<file path="src/rtl/ecc_pkg.sv">
// Shared types and constants for the EVSE charge controller.
package ecc_pkg;

	// Field widths
	localparam int unsigned CMD_W      = 3;
	localparam int unsigned VEH_W      = 2;
	localparam int unsigned AMPS_W     = 12;
	localparam int unsigned CUR_W      = 10;
	localparam int unsigned MS_W       = 32;
	localparam int unsigned STATUS_W   = 2;
	localparam int unsigned APB_ADDR_W = 4;
	localparam int unsigned APB_DATA_W = 32;

	// Commands carried by a request transaction
	typedef enum logic [CMD_W-1:0] {
		CMD_POLL      = 3'd0,
		CMD_TICK      = 3'd1,
		CMD_START     = 3'd2,
		CMD_STOP      = 3'd3,
		CMD_SET_LIMIT = 3'd4
	} cmd_t;

	// Vehicle states sampled from the pilot
	localparam logic [VEH_W-1:0] VEH_NOT_CONNECTED = 2'd0;
	localparam logic [VEH_W-1:0] VEH_CONNECTED     = 2'd1;
	localparam logic [VEH_W-1:0] VEH_READY         = 2'd2;
	localparam logic [VEH_W-1:0] VEH_OTHER         = 2'd3;

	// Status codes
	localparam logic [STATUS_W-1:0] STATUS_OK               = 2'd0;
	localparam logic [STATUS_W-1:0] STATUS_ALREADY_CHARGING = 2'd1;
	localparam logic [STATUS_W-1:0] STATUS_NOT_READY        = 2'd2;
	localparam logic [STATUS_W-1:0] STATUS_NOT_CHARGING     = 2'd3;

	// Register indexes (word address)
	localparam logic [1:0] REG_MAX_CURRENT      = 2'd0;
	localparam logic [1:0] REG_FALLBACK_CURRENT = 2'd1;
	localparam logic [1:0] REG_LIMIT_TIMEOUT    = 2'd2;
	localparam logic [1:0] REG_MIN_ADVERTISE    = 2'd3;

	// Reset values
	localparam logic [CUR_W-1:0] RST_MAX_CURRENT      = 10'd320;
	localparam logic [CUR_W-1:0] RST_FALLBACK_CURRENT = 10'd60;
	localparam logic [MS_W-1:0]  RST_LIMIT_TIMEOUT    = 32'd0;
	localparam logic [CUR_W-1:0] RST_MIN_ADVERTISE    = 10'd60;

	// Configuration seen by the datapath
	typedef struct packed {
		logic [CUR_W-1:0] max_current;
		logic [CUR_W-1:0] fallback_current;
		logic [MS_W-1:0]  limit_timeout_ms;
		logic [CUR_W-1:0] min_advertise_current;
	} cfg_t;

endpackage

</file>
<file path="src/rtl/ecc_if.sv">
// Request and result channel interfaces of the EVSE charge controller.
interface ecc_req_if import ecc_pkg::*; ();
	logic                     valid;
	logic                     ready;
	logic [CMD_W-1:0]         command;
	logic [VEH_W-1:0]         vehicle_sample;
	logic signed [AMPS_W-1:0] amps_request;

	modport source (output valid, command, vehicle_sample, amps_request, input ready);
	modport sink   (input valid, command, vehicle_sample, amps_request, output ready);
endinterface

interface ecc_res_if import ecc_pkg::*; ();
	logic                valid;
	logic                ready;
	logic                relay_closed;
	logic                charging;
	logic [VEH_W-1:0]    vehicle_now;
	logic                pilot_standby;
	logic [CUR_W-1:0]    advertised_current;
	logic [CUR_W-1:0]    limit_now;
	logic [MS_W-1:0]     elapsed_ms;
	logic [STATUS_W-1:0] status_code;
	logic                charge_state_changed;
	logic                vehicle_state_changed;

	modport source (
		output valid, relay_closed, charging, vehicle_now, pilot_standby,
		       advertised_current, limit_now, elapsed_ms, status_code,
		       charge_state_changed, vehicle_state_changed,
		input  ready
	);
	modport sink (
		input  valid, relay_closed, charging, vehicle_now, pilot_standby,
		       advertised_current, limit_now, elapsed_ms, status_code,
		       charge_state_changed, vehicle_state_changed,
		output ready
	);
endinterface

</file>
<file path="src/rtl/evse_charge_controller.sv">
// Top level of the EVSE charge controller: request pipeline, state and result register.
//
// Usage:
//   request: one command per transaction (poll with a vehicle sample, 1 ms tick,
//     start, stop, or set limit with a signed request in tenths of an ampere).
//   result: exactly one transaction per request, carrying the relay, charging,
//     vehicle and pilot state, advertised current, limit, elapsed time since the
//     last start and a status code, all as they stand after the command.
//   APB: four registers at byte addresses 0, 4, 8, 12 (max current, fallback
//     current, limit timeout in ms, minimum advertised current); pready is always
//     high. Write them only while no request is in flight.
// A request lands in the input register when accepted, and the update logic loads
// the result register from it once that register is free or draining.
// Throughput is one request per cycle while the receiver takes results; the update
// logic writes the state registers as it loads the result register, so consecutive
// commands see each other.
// Reset clears the state to vehicle not connected, not charging, relay open,
// pilot in standby, limit 32.0 A and the millisecond clock at zero.
// When the receiver stalls, the result register holds, then the input register
// fills, and request.ready drops until the result is taken.
module evse_charge_controller import ecc_pkg::*; (
	input  logic                  clk,
	input  logic                  arst_n,
	input  logic                  psel,
	input  logic                  penable,
	input  logic                  pwrite,
	input  logic [APB_ADDR_W-1:0] paddr,
	input  logic [APB_DATA_W-1:0] pwdata,
	output logic [APB_DATA_W-1:0] prdata,
	output logic                  pready,
	ecc_req_if.sink               request,
	ecc_res_if.source             result
);

	cfg_t cfg;

	// Input register
	logic                     valid_s1;
	logic [CMD_W-1:0]         cmd_s1;
	logic [VEH_W-1:0]         sample_s1;
	logic signed [AMPS_W-1:0] amps_s1;

	// Controller state
	logic             vehicle_q;
	logic [VEH_W-1:0] vehicle_state_q;
	logic             charging_q;
	logic [CUR_W-1:0] limit_q;
	logic             relay_q;
	logic             standby_q;
	logic [CUR_W-1:0] advertised_q;
	logic [MS_W-1:0]  clock_q;
	logic [MS_W-1:0]  limit_upd_q;
	logic [MS_W-1:0]  started_q;

	// Next state
	logic [VEH_W-1:0]    vehicle_n;
	logic                charging_n;
	logic [CUR_W-1:0]    limit_n;
	logic                relay_n;
	logic                standby_n;
	logic [CUR_W-1:0]    advertised_n;
	logic [MS_W-1:0]     clock_n;
	logic [MS_W-1:0]     limit_upd_n;
	logic [MS_W-1:0]     started_n;
	logic [STATUS_W-1:0] status_n;
	logic                cs_chg_n;
	logic                vs_chg_n;

	// Limit update path
	logic             apply_en;
	logic [CUR_W-1:0] apply_val;
	logic [CUR_W-1:0] fallback_clamped;
	logic [CUR_W-1:0] request_clamped;
	logic [MS_W-1:0]  limit_age;
	logic             limit_stale;
	logic             sample_plugged;
	logic             next_plugged;

	// Result register
	logic                out_valid_q;
	logic                out_relay_q;
	logic                out_charging_q;
	logic [VEH_W-1:0]    out_vehicle_q;
	logic                out_standby_q;
	logic [CUR_W-1:0]    out_advertised_q;
	logic [CUR_W-1:0]    out_limit_q;
	logic [MS_W-1:0]     out_elapsed_q;
	logic [STATUS_W-1:0] out_status_q;
	logic                out_cs_chg_q;
	logic                out_vs_chg_q;

	logic advance;

	ecc_apb_regs u_regs (
		.clk     (clk),
		.arst_n  (arst_n),
		.psel    (psel),
		.penable (penable),
		.pwrite  (pwrite),
		.paddr   (paddr),
		.pwdata  (pwdata),
		.prdata  (prdata),
		.pready  (pready),
		.cfg     (cfg)
	);

	// Handshake: process the held item when the result register is free or draining
	assign advance       = valid_s1 & (~out_valid_q | result.ready);
	assign request.ready = ~valid_s1 | advance;

	// Capture the request transaction
	always_ff @(posedge clk or negedge arst_n) begin
		if (!arst_n) begin
			valid_s1 <= 1'b0;
		end else if (request.ready) begin
			valid_s1 <= request.valid;
		end
	end

	always_ff @(posedge clk) begin
		if (request.ready && request.valid) begin
			cmd_s1    <= request.command;
			sample_s1 <= request.vehicle_sample;
			amps_s1   <= request.amps_request;
		end
	end

	// Clamp the fallback and request to the maximum; a negative request becomes zero
	assign fallback_clamped = (cfg.fallback_current > cfg.max_current) ?
	                          cfg.max_current : cfg.fallback_current;

	always_comb begin
		if (amps_s1[AMPS_W-1]) begin
			request_clamped = '0;
		end else if (amps_s1[AMPS_W-2:0] > {1'b0, cfg.max_current}) begin
			request_clamped = cfg.max_current;
		end else begin
			request_clamped = amps_s1[CUR_W-1:0];
		end
	end

	// Staleness of the current limit, modulo 2^32
	assign limit_age   = clock_q - limit_upd_q;
	assign limit_stale = (cfg.limit_timeout_ms != '0) &&
	                     (limit_age >= cfg.limit_timeout_ms) &&
	                     (limit_q > cfg.fallback_current);

	assign sample_plugged = (sample_s1 == VEH_CONNECTED) || (sample_s1 == VEH_READY);
	assign next_plugged   = (vehicle_n == VEH_CONNECTED) || (vehicle_n == VEH_READY);

	// Decode the command and compute the state before any limit update
	always_comb begin
		vehicle_n    = vehicle_state_q;
		charging_n   = charging_q;
		relay_n      = relay_q;
		standby_n    = standby_q;
		advertised_n = advertised_q;
		clock_n      = clock_q;
		started_n    = started_q;
		status_n     = STATUS_OK;
		cs_chg_n     = 1'b0;
		vs_chg_n     = 1'b0;
		apply_en     = 1'b0;
		apply_val    = request_clamped;
		unique case (cmd_s1)
			CMD_POLL: begin
				if (sample_s1 != vehicle_state_q) begin
					vehicle_n = sample_s1;
					vs_chg_n  = 1'b1;
					if (sample_plugged) begin
						advertised_n = limit_q;
						standby_n    = 1'b0;
					end else begin
						standby_n = 1'b1;
					end
				end
				if (sample_s1 != VEH_READY && charging_q) begin
					relay_n    = 1'b0;
					charging_n = 1'b0;
					cs_chg_n   = 1'b1;
				end
				apply_en  = limit_stale;
				apply_val = fallback_clamped;
			end
			CMD_TICK: begin
				clock_n = clock_q + 1'b1;
			end
			CMD_START: begin
				if (charging_q) begin
					status_n = STATUS_ALREADY_CHARGING;
				end else if (vehicle_state_q != VEH_READY) begin
					status_n = STATUS_NOT_READY;
				end else begin
					relay_n    = 1'b1;
					charging_n = 1'b1;
					started_n  = clock_q;
					cs_chg_n   = 1'b1;
				end
			end
			CMD_STOP: begin
				relay_n = 1'b0;
				if (!charging_q) begin
					status_n = STATUS_NOT_CHARGING;
				end else begin
					charging_n = 1'b0;
					cs_chg_n   = 1'b1;
				end
			end
			CMD_SET_LIMIT: begin
				apply_en = 1'b1;
			end
			default: ;
		endcase
	end

	// Apply and stamp a new limit; the state update advertises it to a plugged vehicle
	always_comb begin
		limit_n     = limit_q;
		limit_upd_n = limit_upd_q;
		if (apply_en) begin
			limit_n     = apply_val;
			limit_upd_n = clock_q;
		end
	end

	// Update the controller state
	always_ff @(posedge clk or negedge arst_n) begin
		if (!arst_n) begin
			vehicle_state_q <= VEH_NOT_CONNECTED;
			charging_q      <= 1'b0;
			limit_q         <= RST_MAX_CURRENT;
			relay_q         <= 1'b0;
			standby_q       <= 1'b1;
			advertised_q    <= '0;
			clock_q         <= '0;
			limit_upd_q     <= '0;
			started_q       <= '0;
		end else if (advance) begin
			vehicle_state_q <= vehicle_n;
			charging_q      <= charging_n;
			limit_q         <= limit_n;
			clock_q         <= clock_n;
			limit_upd_q     <= limit_upd_n;
			started_q       <= started_n;
			if (apply_en && next_plugged) begin
				advertised_q <= apply_val;
				standby_q    <= 1'b0;
				relay_q      <= (apply_val >= cfg.min_advertise_current);
			end else begin
				advertised_q <= advertised_n;
				standby_q    <= standby_n;
				relay_q      <= relay_n;
			end
		end
	end

	assign vehicle_q = next_plugged;

	// Load the result register
	always_ff @(posedge clk or negedge arst_n) begin
		if (!arst_n) begin
			out_valid_q <= 1'b0;
		end else if (advance) begin
			out_valid_q <= 1'b1;
		end else if (result.ready) begin
			out_valid_q <= 1'b0;
		end
	end

	always_ff @(posedge clk) begin
		if (advance) begin
			out_charging_q   <= charging_n;
			out_vehicle_q    <= vehicle_n;
			out_limit_q      <= limit_n;
			out_elapsed_q    <= clock_n - started_n;
			out_status_q     <= status_n;
			out_cs_chg_q     <= cs_chg_n;
			out_vs_chg_q     <= vs_chg_n;
			if (apply_en && vehicle_q) begin
				out_advertised_q <= apply_val;
				out_standby_q    <= 1'b0;
				out_relay_q      <= (apply_val >= cfg.min_advertise_current);
			end else begin
				out_advertised_q <= advertised_n;
				out_standby_q    <= standby_n;
				out_relay_q      <= relay_n;
			end
		end
	end

	assign result.valid                 = out_valid_q;
	assign result.relay_closed          = out_relay_q;
	assign result.charging              = out_charging_q;
	assign result.vehicle_now           = out_vehicle_q;
	assign result.pilot_standby         = out_standby_q;
	assign result.advertised_current    = out_advertised_q;
	assign result.limit_now             = out_limit_q;
	assign result.elapsed_ms            = out_elapsed_q;
	assign result.status_code           = out_status_q;
	assign result.charge_state_changed  = out_cs_chg_q;
	assign result.vehicle_state_changed = out_vs_chg_q;

	// Charging only ever runs with a ready vehicle
	assert property (@(posedge clk) disable iff (!arst_n)
		charging_q |-> (vehicle_state_q == VEH_READY))
		else $error("charging while vehicle not ready");

	// Pilot is in standby exactly when no vehicle is plugged in
	assert property (@(posedge clk) disable iff (!arst_n)
		standby_q == ~((vehicle_state_q == VEH_CONNECTED) ||
		               (vehicle_state_q == VEH_READY)))
		else $error("pilot standby out of step with vehicle state");

	// A tick advances the millisecond clock by one
	assert property (@(posedge clk) disable iff (!arst_n)
		(advance && cmd_s1 == CMD_TICK) |=> (clock_q == $past(clock_q) + 1'b1))
		else $error("tick did not advance the clock");

	// A rejected start or stop never reports a charging state change
	assert property (@(posedge clk) disable iff (!arst_n)
		(out_valid_q && out_status_q != STATUS_OK) |-> !out_cs_chg_q)
		else $error("state change reported with an error status");

endmodule

</file>
<file path="src/rtl/ecc_apb_regs.sv">
// APB configuration register file of the EVSE charge controller.
module ecc_apb_regs import ecc_pkg::*; (
	input  logic                  clk,
	input  logic                  arst_n,
	input  logic                  psel,
	input  logic                  penable,
	input  logic                  pwrite,
	input  logic [APB_ADDR_W-1:0] paddr,
	input  logic [APB_DATA_W-1:0] pwdata,
	output logic [APB_DATA_W-1:0] prdata,
	output logic                  pready,
	output cfg_t                  cfg
);

	cfg_t       cfg_q;
	logic       wr_en;
	logic [1:0] reg_idx;

	assign pready  = 1'b1;
	assign wr_en   = psel & penable & pwrite;
	assign reg_idx = paddr[3:2];
	assign cfg     = cfg_q;

	// Write a register at the access phase
	always_ff @(posedge clk or negedge arst_n) begin
		if (!arst_n) begin
			cfg_q.max_current           <= RST_MAX_CURRENT;
			cfg_q.fallback_current      <= RST_FALLBACK_CURRENT;
			cfg_q.limit_timeout_ms      <= RST_LIMIT_TIMEOUT;
			cfg_q.min_advertise_current <= RST_MIN_ADVERTISE;
		end else if (wr_en) begin
			unique case (reg_idx)
				REG_MAX_CURRENT:      cfg_q.max_current <= pwdata[CUR_W-1:0];
				REG_FALLBACK_CURRENT: cfg_q.fallback_current <= pwdata[CUR_W-1:0];
				REG_LIMIT_TIMEOUT:    cfg_q.limit_timeout_ms <= pwdata[MS_W-1:0];
				REG_MIN_ADVERTISE:    cfg_q.min_advertise_current <= pwdata[CUR_W-1:0];
				default: ;
			endcase
		end
	end

	// Read back the addressed register
	always_comb begin
		unique case (reg_idx)
			REG_MAX_CURRENT:
				prdata = {{(APB_DATA_W-CUR_W){1'b0}}, cfg_q.max_current};
			REG_FALLBACK_CURRENT:
				prdata = {{(APB_DATA_W-CUR_W){1'b0}}, cfg_q.fallback_current};
			REG_LIMIT_TIMEOUT:
				prdata = cfg_q.limit_timeout_ms;
			REG_MIN_ADVERTISE:
				prdata = {{(APB_DATA_W-CUR_W){1'b0}}, cfg_q.min_advertise_current};
			default:
				prdata = '0;
		endcase
	end

endmodule

</file>
<file path="src/flat_wrapper.sv">
// flat-port wrapper written by rule: the top's interface ports become plain ports
module evse_charge_controller_flat import ecc_pkg::*;
  (clk, arst_n, psel, penable, pwrite, paddr, pwdata, prdata, pready, request_valid, request_command, request_vehicle_sample, request_amps_request, request_ready, result_valid, result_relay_closed, result_charging, result_vehicle_now, result_pilot_standby, result_advertised_current, result_limit_now, result_elapsed_ms, result_status_code, result_charge_state_changed, result_vehicle_state_changed, result_ready);
  ecc_req_if request_i ();
  ecc_res_if result_i ();
  input  logic clk;
  input  logic arst_n;
  input  logic psel;
  input  logic penable;
  input  logic pwrite;
  input  logic [APB_ADDR_W-1:0] paddr;
  input  logic [APB_DATA_W-1:0] pwdata;
  output logic [APB_DATA_W-1:0] prdata;
  output logic pready;
  input wire logic [$bits(request_i.valid)-1:0] request_valid;
  input wire logic [$bits(request_i.command)-1:0] request_command;
  input wire logic [$bits(request_i.vehicle_sample)-1:0] request_vehicle_sample;
  input wire logic [$bits(request_i.amps_request)-1:0] request_amps_request;
  output wire logic [$bits(request_i.ready)-1:0] request_ready;
  output wire logic [$bits(result_i.valid)-1:0] result_valid;
  output wire logic [$bits(result_i.relay_closed)-1:0] result_relay_closed;
  output wire logic [$bits(result_i.charging)-1:0] result_charging;
  output wire logic [$bits(result_i.vehicle_now)-1:0] result_vehicle_now;
  output wire logic [$bits(result_i.pilot_standby)-1:0] result_pilot_standby;
  output wire logic [$bits(result_i.advertised_current)-1:0] result_advertised_current;
  output wire logic [$bits(result_i.limit_now)-1:0] result_limit_now;
  output wire logic [$bits(result_i.elapsed_ms)-1:0] result_elapsed_ms;
  output wire logic [$bits(result_i.status_code)-1:0] result_status_code;
  output wire logic [$bits(result_i.charge_state_changed)-1:0] result_charge_state_changed;
  output wire logic [$bits(result_i.vehicle_state_changed)-1:0] result_vehicle_state_changed;
  input wire logic [$bits(result_i.ready)-1:0] result_ready;
  assign request_i.valid = request_valid;
  assign request_i.command = request_command;
  assign request_i.vehicle_sample = request_vehicle_sample;
  assign request_i.amps_request = request_amps_request;
  assign request_ready = request_i.ready;
  assign result_valid = result_i.valid;
  assign result_relay_closed = result_i.relay_closed;
  assign result_charging = result_i.charging;
  assign result_vehicle_now = result_i.vehicle_now;
  assign result_pilot_standby = result_i.pilot_standby;
  assign result_advertised_current = result_i.advertised_current;
  assign result_limit_now = result_i.limit_now;
  assign result_elapsed_ms = result_i.elapsed_ms;
  assign result_status_code = result_i.status_code;
  assign result_charge_state_changed = result_i.charge_state_changed;
  assign result_vehicle_state_changed = result_i.vehicle_state_changed;
  assign result_i.ready = result_ready;
  evse_charge_controller u_core (.clk(clk), .arst_n(arst_n), .psel(psel), .penable(penable), .pwrite(pwrite), .paddr(paddr), .pwdata(pwdata), .prdata(prdata), .pready(pready), .request(request_i), .result(result_i));
endmodule
</file>
<file path="config.mk">
export PLATFORM = sky130hd
export DESIGN_NAME = evse_charge_controller_flat
export DESIGN_NICKNAME = d
export VERILOG_FILES = /design/src/rtl/ecc_pkg.sv /design/src/rtl/ecc_if.sv /design/src/rtl/evse_charge_controller.sv /design/src/rtl/ecc_apb_regs.sv /design/src/flat_wrapper.sv
export SDC_FILE = /design/constraint.sdc
export NUM_CORES = 1
export LEC_CHECK = 0
export ABC_AREA = 1
export BUFFER_PORTS_ARGS = -buffer_cell sky130_fd_sc_hd__buf_4
export CAP_MARGIN = 20
export CORE_MARGIN = 1.5
export CORE_UTILIZATION = 40
export DETAILED_ROUTE_END_ITERATION = 7
export HOLD_SLACK_MARGIN = 0.08
export SLEW_MARGIN = 0
export SYNTH_ARGS = -nofsm -noshare
export SYNTH_HDL_FRONTEND = slang
export SYNTH_HIERARCHICAL = 1
export SYNTH_SLANG_ARGS = --single-unit
</file>
<file path="constraint.sdc">
create_clock -name clk -period 3.8 [get_ports clk]
set_input_delay 1.14 -clock clk [delete_from_list [all_inputs] [get_ports clk]]
set_output_delay 1.14 -clock clk [all_outputs]
set_load 0.02 [all_outputs]
</file>
## Yosys cells after proc, flatten, opt, wreduce, memory -nomap -nowiden

Index checks and enable logic that the tools add are counted.

- Register bits after elaboration: 263
- Bits in latches: 0
- Bits in writable memories: 0
- Bits in read-only memories: 0
- Bits of input ports: 60
- Output and inout port bits: 96
- Word-level logic and storage cells: 114
- Memories kept: 0

- Add/sub/neg operators: 3
- Multiply operators: 0
- Divide/modulo/power cells: 0
- Order comparisons: 5
- Eq/ne operators: 14
- Shift-type cells: 0
- Multiplexer cells: 41
- Bitwise gates (word level): 7
- Reduce and logical (&&, ||, !) cells: 16

Operators with widths:

| cell | number |
|---|---|
| 32-bit two-way mux | 4 |
| 32-bit one-hot mux with 4 select lines | 1 |
| 10-bit two-way mux | 9 |
| 32-bit subtractor | 2 |
| 32-bit by 1-bit adder with 32-bit output (second input constant) | 1 |
| 32-bit greater-or-equal comparator | 1 |
| 32-bit nonzero test | 1 |
| 10-bit > comparator | 2 |
| 1-bit two-way mux | 17 |
| 11-bit by 10-bit > comparator with 1-bit output | 1 |
| 10-bit greater-or-equal comparator | 1 |
| 2-bit two-way mux | 5 |
| 2-bit AND reduction | 5 |
| 1-bit one-hot mux with 3 select lines | 3 |
| 2-bit equality test (second input constant) | 4 |
| 2-bit by 1-bit equality test with 1-bit output (second input constant) | 3 |
| 3-bit by 2-bit equality test with 1-bit output (second input constant) | 2 |
| 1-bit logical AND | 5 |
| 2-bit != test (second input constant) | 2 |
| 2-bit one-hot mux with 2 select lines | 1 |
| 1-bit bitwise AND | 3 |
| 3-bit by 1-bit equality test with 1-bit output (second input constant) | 1 |
| 3-bit equality test (second input constant) | 1 |
| 3-bit logical NOT | 1 |
| other kinds (7) | 10 |

## Logic depth before layout (Yosys ltp)

- Depth in word-level cells: 7
- Depth in mapped cells: 32
- Gate-level depth less buffers: 31

## By module

Netlist, hierarchy kept.

Modules (own cells, without submodules):

| module | instances | cells each | area an instance (um^2) | sequential area each (um^2) |
|---|---|---|---|---|
| evse_charge_controller | 1 | 1861 | 14604.0 | 5424.0 |
| ecc_apb_regs | 1 | 381 | 2879.0 | 1564.0 |

## Worst setup path before layout

OpenSTA, ideal clock, no wires.

- Path type: flip-flop to flip-flop
- Start: reg u_core.clock_q[0]
- End: reg u_core.out_advertised_q[1] (netlist: u_core/result.advertised_current[1]), data pin
- Library setup time: 255 ps
- Arrival: 3433 ps
- Required time: 3545 ps
- Path slack: 112 ps
- Stages on the path, launching flop included: 25
- Path buffers: 1
- Clock period less this slack: 3688 ps
- Cell sequence: dfrtp_1 > inv_1 > ha_1 > inv_1 > fa_1 > nand3_1 > nand2_1 > nand3_1 > nand2_1 > a21oi_1 > o21ai_0 > nand2_1 > nand2_1 > xor2_1 > ha_1 > nand2_1 > o21a_1 > a21oi_1 > nor2_1 > nand2_1 > nand3_1 > nand2_2 > buf_2 > nand3_2 > and2_1

- Longest elaborated chain between the ends: 7

Ends and longest elaborated chain:

| what | RTL line | text |
|---|---|---|
| start: declaration | evse_charge_controller.sv:51 | `logic [MS_W-1:0] clock_q;` |
| start signal: assignment | evse_charge_controller.sv:242 | `clock_q <= clock_n;` |
| 32-bit subtractor | evse_charge_controller.sv:143 | `assign limit_age = clock_q - limit_upd_q;` |
| 32-bit greater-or-equal comparator | evse_charge_controller.sv:145 | `(limit_age >= cfg.limit_timeout_ms) &&` |
| 1-bit logical AND | evse_charge_controller.sv:144 | `assign limit_stale = (cfg.limit_timeout_ms != '0) &&` |
| 1-bit logical AND | evse_charge_controller.sv:145 |  |
| 1-bit one-hot mux with 2 select lines | evse_charge_controller.sv:165 | `unique case (cmd_s1)` |
| 1-bit logical AND | evse_charge_controller.sv:279 | `if (apply_en && vehicle_q) begin` |
| 10-bit two-way mux | evse_charge_controller.sv:279 |  |
| end signal: assignment | evse_charge_controller.sv:280 | `out_advertised_q <= apply_val;` |
| end signal: assignment | evse_charge_controller.sv:284 | `out_advertised_q <= advertised_n;` |
| end: declaration | evse_charge_controller.sv:85 | `logic [CUR_W-1:0] out_advertised_q;` |

Every way passes these cells.
A chain may end at the register's enable or synchronous reset.

## Worst setup path in the final report

- Start: reg u_core.clock_q[0]
- End: reg u_core.limit_upd_q[13]

- Longest elaborated chain between the ends: 6

Ends and longest elaborated chain:

| what | RTL line | text |
|---|---|---|
| 32-bit subtractor | evse_charge_controller.sv:143 |  |
| 32-bit greater-or-equal comparator | evse_charge_controller.sv:145 |  |
| 1-bit logical AND | evse_charge_controller.sv:144 |  |
| 1-bit logical AND | evse_charge_controller.sv:145 |  |
| 1-bit one-hot mux with 2 select lines | evse_charge_controller.sv:165 |  |
| 2-bit AND reduction (no source line) | n/a |  |
| end signal: assignment | evse_charge_controller.sv:243 | `limit_upd_q <= limit_upd_n;` |
| end: declaration | evse_charge_controller.sv:52 | `logic [MS_W-1:0] limit_upd_q;` |

Every way passes these cells.

==> run metrics <==
sequential area share after synthesis 40.0%; crit path time final 3.89 ns; Worst Setup Path Type reg2reg; share of cells above drive strength 1 26.9%; die area 45000 um2; xor/xnor share of the synthesized area 4.64%; FF-to-FF Start u_core/clock_q[0]; ys async rst share 70.3%; Final Worst Setup Slack -0.0945 ns; Max Cap Viol 0; FILL cells 3961; slowest CP cell dfrtp_1; CP Capture Type register; global-route wire length before repair 80500 um; ANT nets after route 0; initial antenna violation count 0; Post-layout nets 2816; Mapped Area 17500 um2; I/O pins 156; startpoint types register; total gr overflow 0; Vias/cell 5.00; worst path bufs/invs 6; Min-Delay Path Class reg2reg; Root Driver clkbuf_16; synth top area cells dfrtp_1 (25%), nand2_1 (14%), edfxtp_1 (13%); Slew Limit Fails 0; Worst Clk Skew 0.0188 ns; Avg Inst Size Synth 7.80 um2; Num Clock Sinks 263; Worst R2R End u_core/limit_upd_q[13]; list of most frequent post-synthesis cells nand2_1 (630), inv_1 (268), dfrtp_1 (172); launch point of the worst path u_core/clock_q[0]; Inst Count DP 3142; CP Max Fanout 8; DRT iter0 DRCs 1155; violated checks negative setup slack; worst slew pin tran 0.866 ns; H-tree levels 1; Post-Layout Cell Count 3227; WP depth 26; most frequent cell after synthesis nand2_1; gp weighted congestion 0.889; hpwl dp 38100 um; reg2reg path depth 26; Core ar. 43100 um2; final cycle utilization of the critical path 102%; Synth Register Bits 263; mux cell area share after synthesis 0.515%; Die Ht 212 um; final WL 52300 um; clk_lat worst skew 0.58 ns; CTS tree built; post-synthesis compound-gate area fraction 11.6%; Worst Hold Launch u_core/standby_q; Yosys top cell area share 24.6%; largest net degree at the start of global routing 95; largest family of logic cells by synthesized area simple AND/OR/NAND/NOR gates; adder-cell share of the synthesized area 9.96%; Yosys Warn Count 6; total CTS buffers 31; worst path required time 4.24 ns; vias in the first global route 15600; final hold vios 0; detailed-route DRC error count 0; Synth cell types 57; crit path capture u_core/limit_upd_q[13]; max_slew headroom 42.3%; final core utilization 54.3%; Wirelength per Cell 16.2 um; simple-gate share of the synthesized area 25.6%; routed via count 16100; global-route total usage across every layer 22.4%; fmax 0.257 GHz; starting density of the core 40.6%; Layout Area Growth over Synthesis 33.7%; site row count 76; CP top delay family simple AND/OR/NAND/NOR gates; Final setup viols 55; Post-Syn Nets 2440; Post-Synthesis Cells 2242; die width 212 um; Yosys top cell by area dfrtp_1; Post-synth top flop dfrtp_1; drt first pass iters 5; R2R setup slack -0.09 ns; CTS Buffer Depth 3; RSZ-0062 raised after global routing yes; Crit path arrival time 4.34 ns; number of flops mapped to enable cells by yosys 78; IO buf count 152; CP max stage delay 0.40 ns; n_diodes 0; status finished, violations left; Reg clk slew, reported paths 0.06 ns
## worst register-to-register path, delay by kind of cell (launching register included)
| family | cells | cell delay (ns) |
|---|---|---|
| buffers and inverters | 6 | 0.69 |
| AOI/OAI and AO/OA | 3 | 0.30 |
| adders and majority gates | 3 | 0.77 |
| DFF | 1 | 0.40 |
| and+or+nand+nor | 13 | 1.39 |
| xor gates and xnor gates | 1 | 0.18 |
## cell families (layout without fill, tap and decap cells)
family | Yosys count | in the layout
adder cells (fa/ha/maj) | 138 | 138
flip-flops | 263 | 263
buffers and inverters | 341 | 740
other | 1 | 1
XOR/XNOR | 91 | 91
AND/OR/NAND/NOR | 1034 | 1035
AO/OA/AOI/OAI | 365 | 365
multiplexers | 9 | 9
## cell type report
type                       count  area (um2)  area share [%]
inverter                     280        1060            4.52
multi-input combinational   1639       10200            43.6
timing repair buffer         403        3360            14.4
clock buffer                  47         926            3.96
tap                          585         732            3.13
sequential                   263        6990            29.9
clock inverter                10         129           0.551
## metal layers
| metal | vias up | GRT usage [%] | wire, um |
|---|---|---|---|
| met1 | 7521 | 31.6 | 23800 |
| met3 | 84 | 2.70 | 2970 |
| met4 | 0 | 6.50 | 1390 |
| met5 | - | 0 | 0 |
| met2 | 435 | 36.0 | 24100 |
| li1 | 8106 | - | - |
## registers in the layout, indices dropped and copies added, names as in the netlist, 2 cells and up
register / cells
u_core/result.advertised_current: 10
u_core/result.vehicle_now: 2
u_core/result.limit_now: 10
u_core/advertised_q: 10
u_core/limit_q: 10
u_core/vehicle_state_q: 2
u_core/amps_s1: 12
u_core/result.status_code: 2
u_core/clock_q: 32
u_core/result.elapsed_ms: 32
u_core/sample_s1: 2
u_core/cmd_s1: 3
u_core/limit_upd_q: 32
u_core/u_regs/cfg: 62
u_core/started_q: 32
## how the worst min path moves through the flow
stage | endpoint | slack, ns | cells past startpoint
final | u_core/standby_q | 0.48 | 2
after global placement | u_core/standby_q | 0.46 | 2
after global routing | u_core/u_regs/cfg[3] | 0.49 | 2
after detailed placement | u_core/advertised_q[5] | 0.47 | 2
after floorplan | u_core/advertised_q[9] | 0.44 | 2
after CTS | u_core/standby_q | 0.48 | 2
## through the flow
step	TNS, ns	instance area [um2]	setup slack [ns]	hold WS, ns
5_1_grt	-16.80	23400	-0.299	0.493
6_report	-2.71	23400	-0.0945	0.476
4_1_cts	-1.32	22400	-0.0514	0.476
3_3_place_gp	-24.76	20800	-0.410	0.457
2_1_floorplan	0	17500	0.112	0.444
3_5_place_dp	-26.39	20800	-0.433	0.465
## cells in the final DEF, fill, tap and decap left out, types with 11 or more instances in the layout
cell type | netlist | layout
a21o_1 | 21 | 21
a21oi_1 | 105 | 82
a21oi_2 | 0 | 21
and2_4 | 0 | 11
buf_4 | 7 | 367
buf_6 | 2 | 15
clkbuf_16 | 0 | 37
dfrtp_1 | 172 | 170
dfstp_2 | 13 | 13
edfxtp_1 | 78 | 78
ha_1 | 136 | 110
ha_4 | 0 | 19
inv_1 | 268 | 264
inv_2 | 12 | 14
nand2_1 | 630 | 578
nand2_2 | 14 | 46
nand2_4 | 1 | 18
nand3_1 | 100 | 83
nand3_2 | 11 | 20
nand4_1 | 33 | 33
nor2_1 | 166 | 151
nor2_2 | 8 | 16
nor2_4 | 5 | 12
nor3_1 | 21 | 20
nor4_1 | 17 | 13
o21ai_0 | 155 | 126
o21ai_1 | 29 | 45
o21ai_2 | 3 | 16
xnor2_1 | 12 | 12
xor2_1 | 77 | 76
## timing repair
action | 4_1_cts | 5_1_grt
hold buffers | 0 | 0
endpoints found under the hold margin | 0 | 0
cloned | 2 | 11
setup buffers | 7 | 9
gates resized for setup | 77 | 204
endpoints found under the setup margin | 76 | 80
pin swaps | 11 | 26
Power is left out: the tool's default activity adds up to more than one toggle a clock period on the data nets, which glitch-free logic cannot reach.
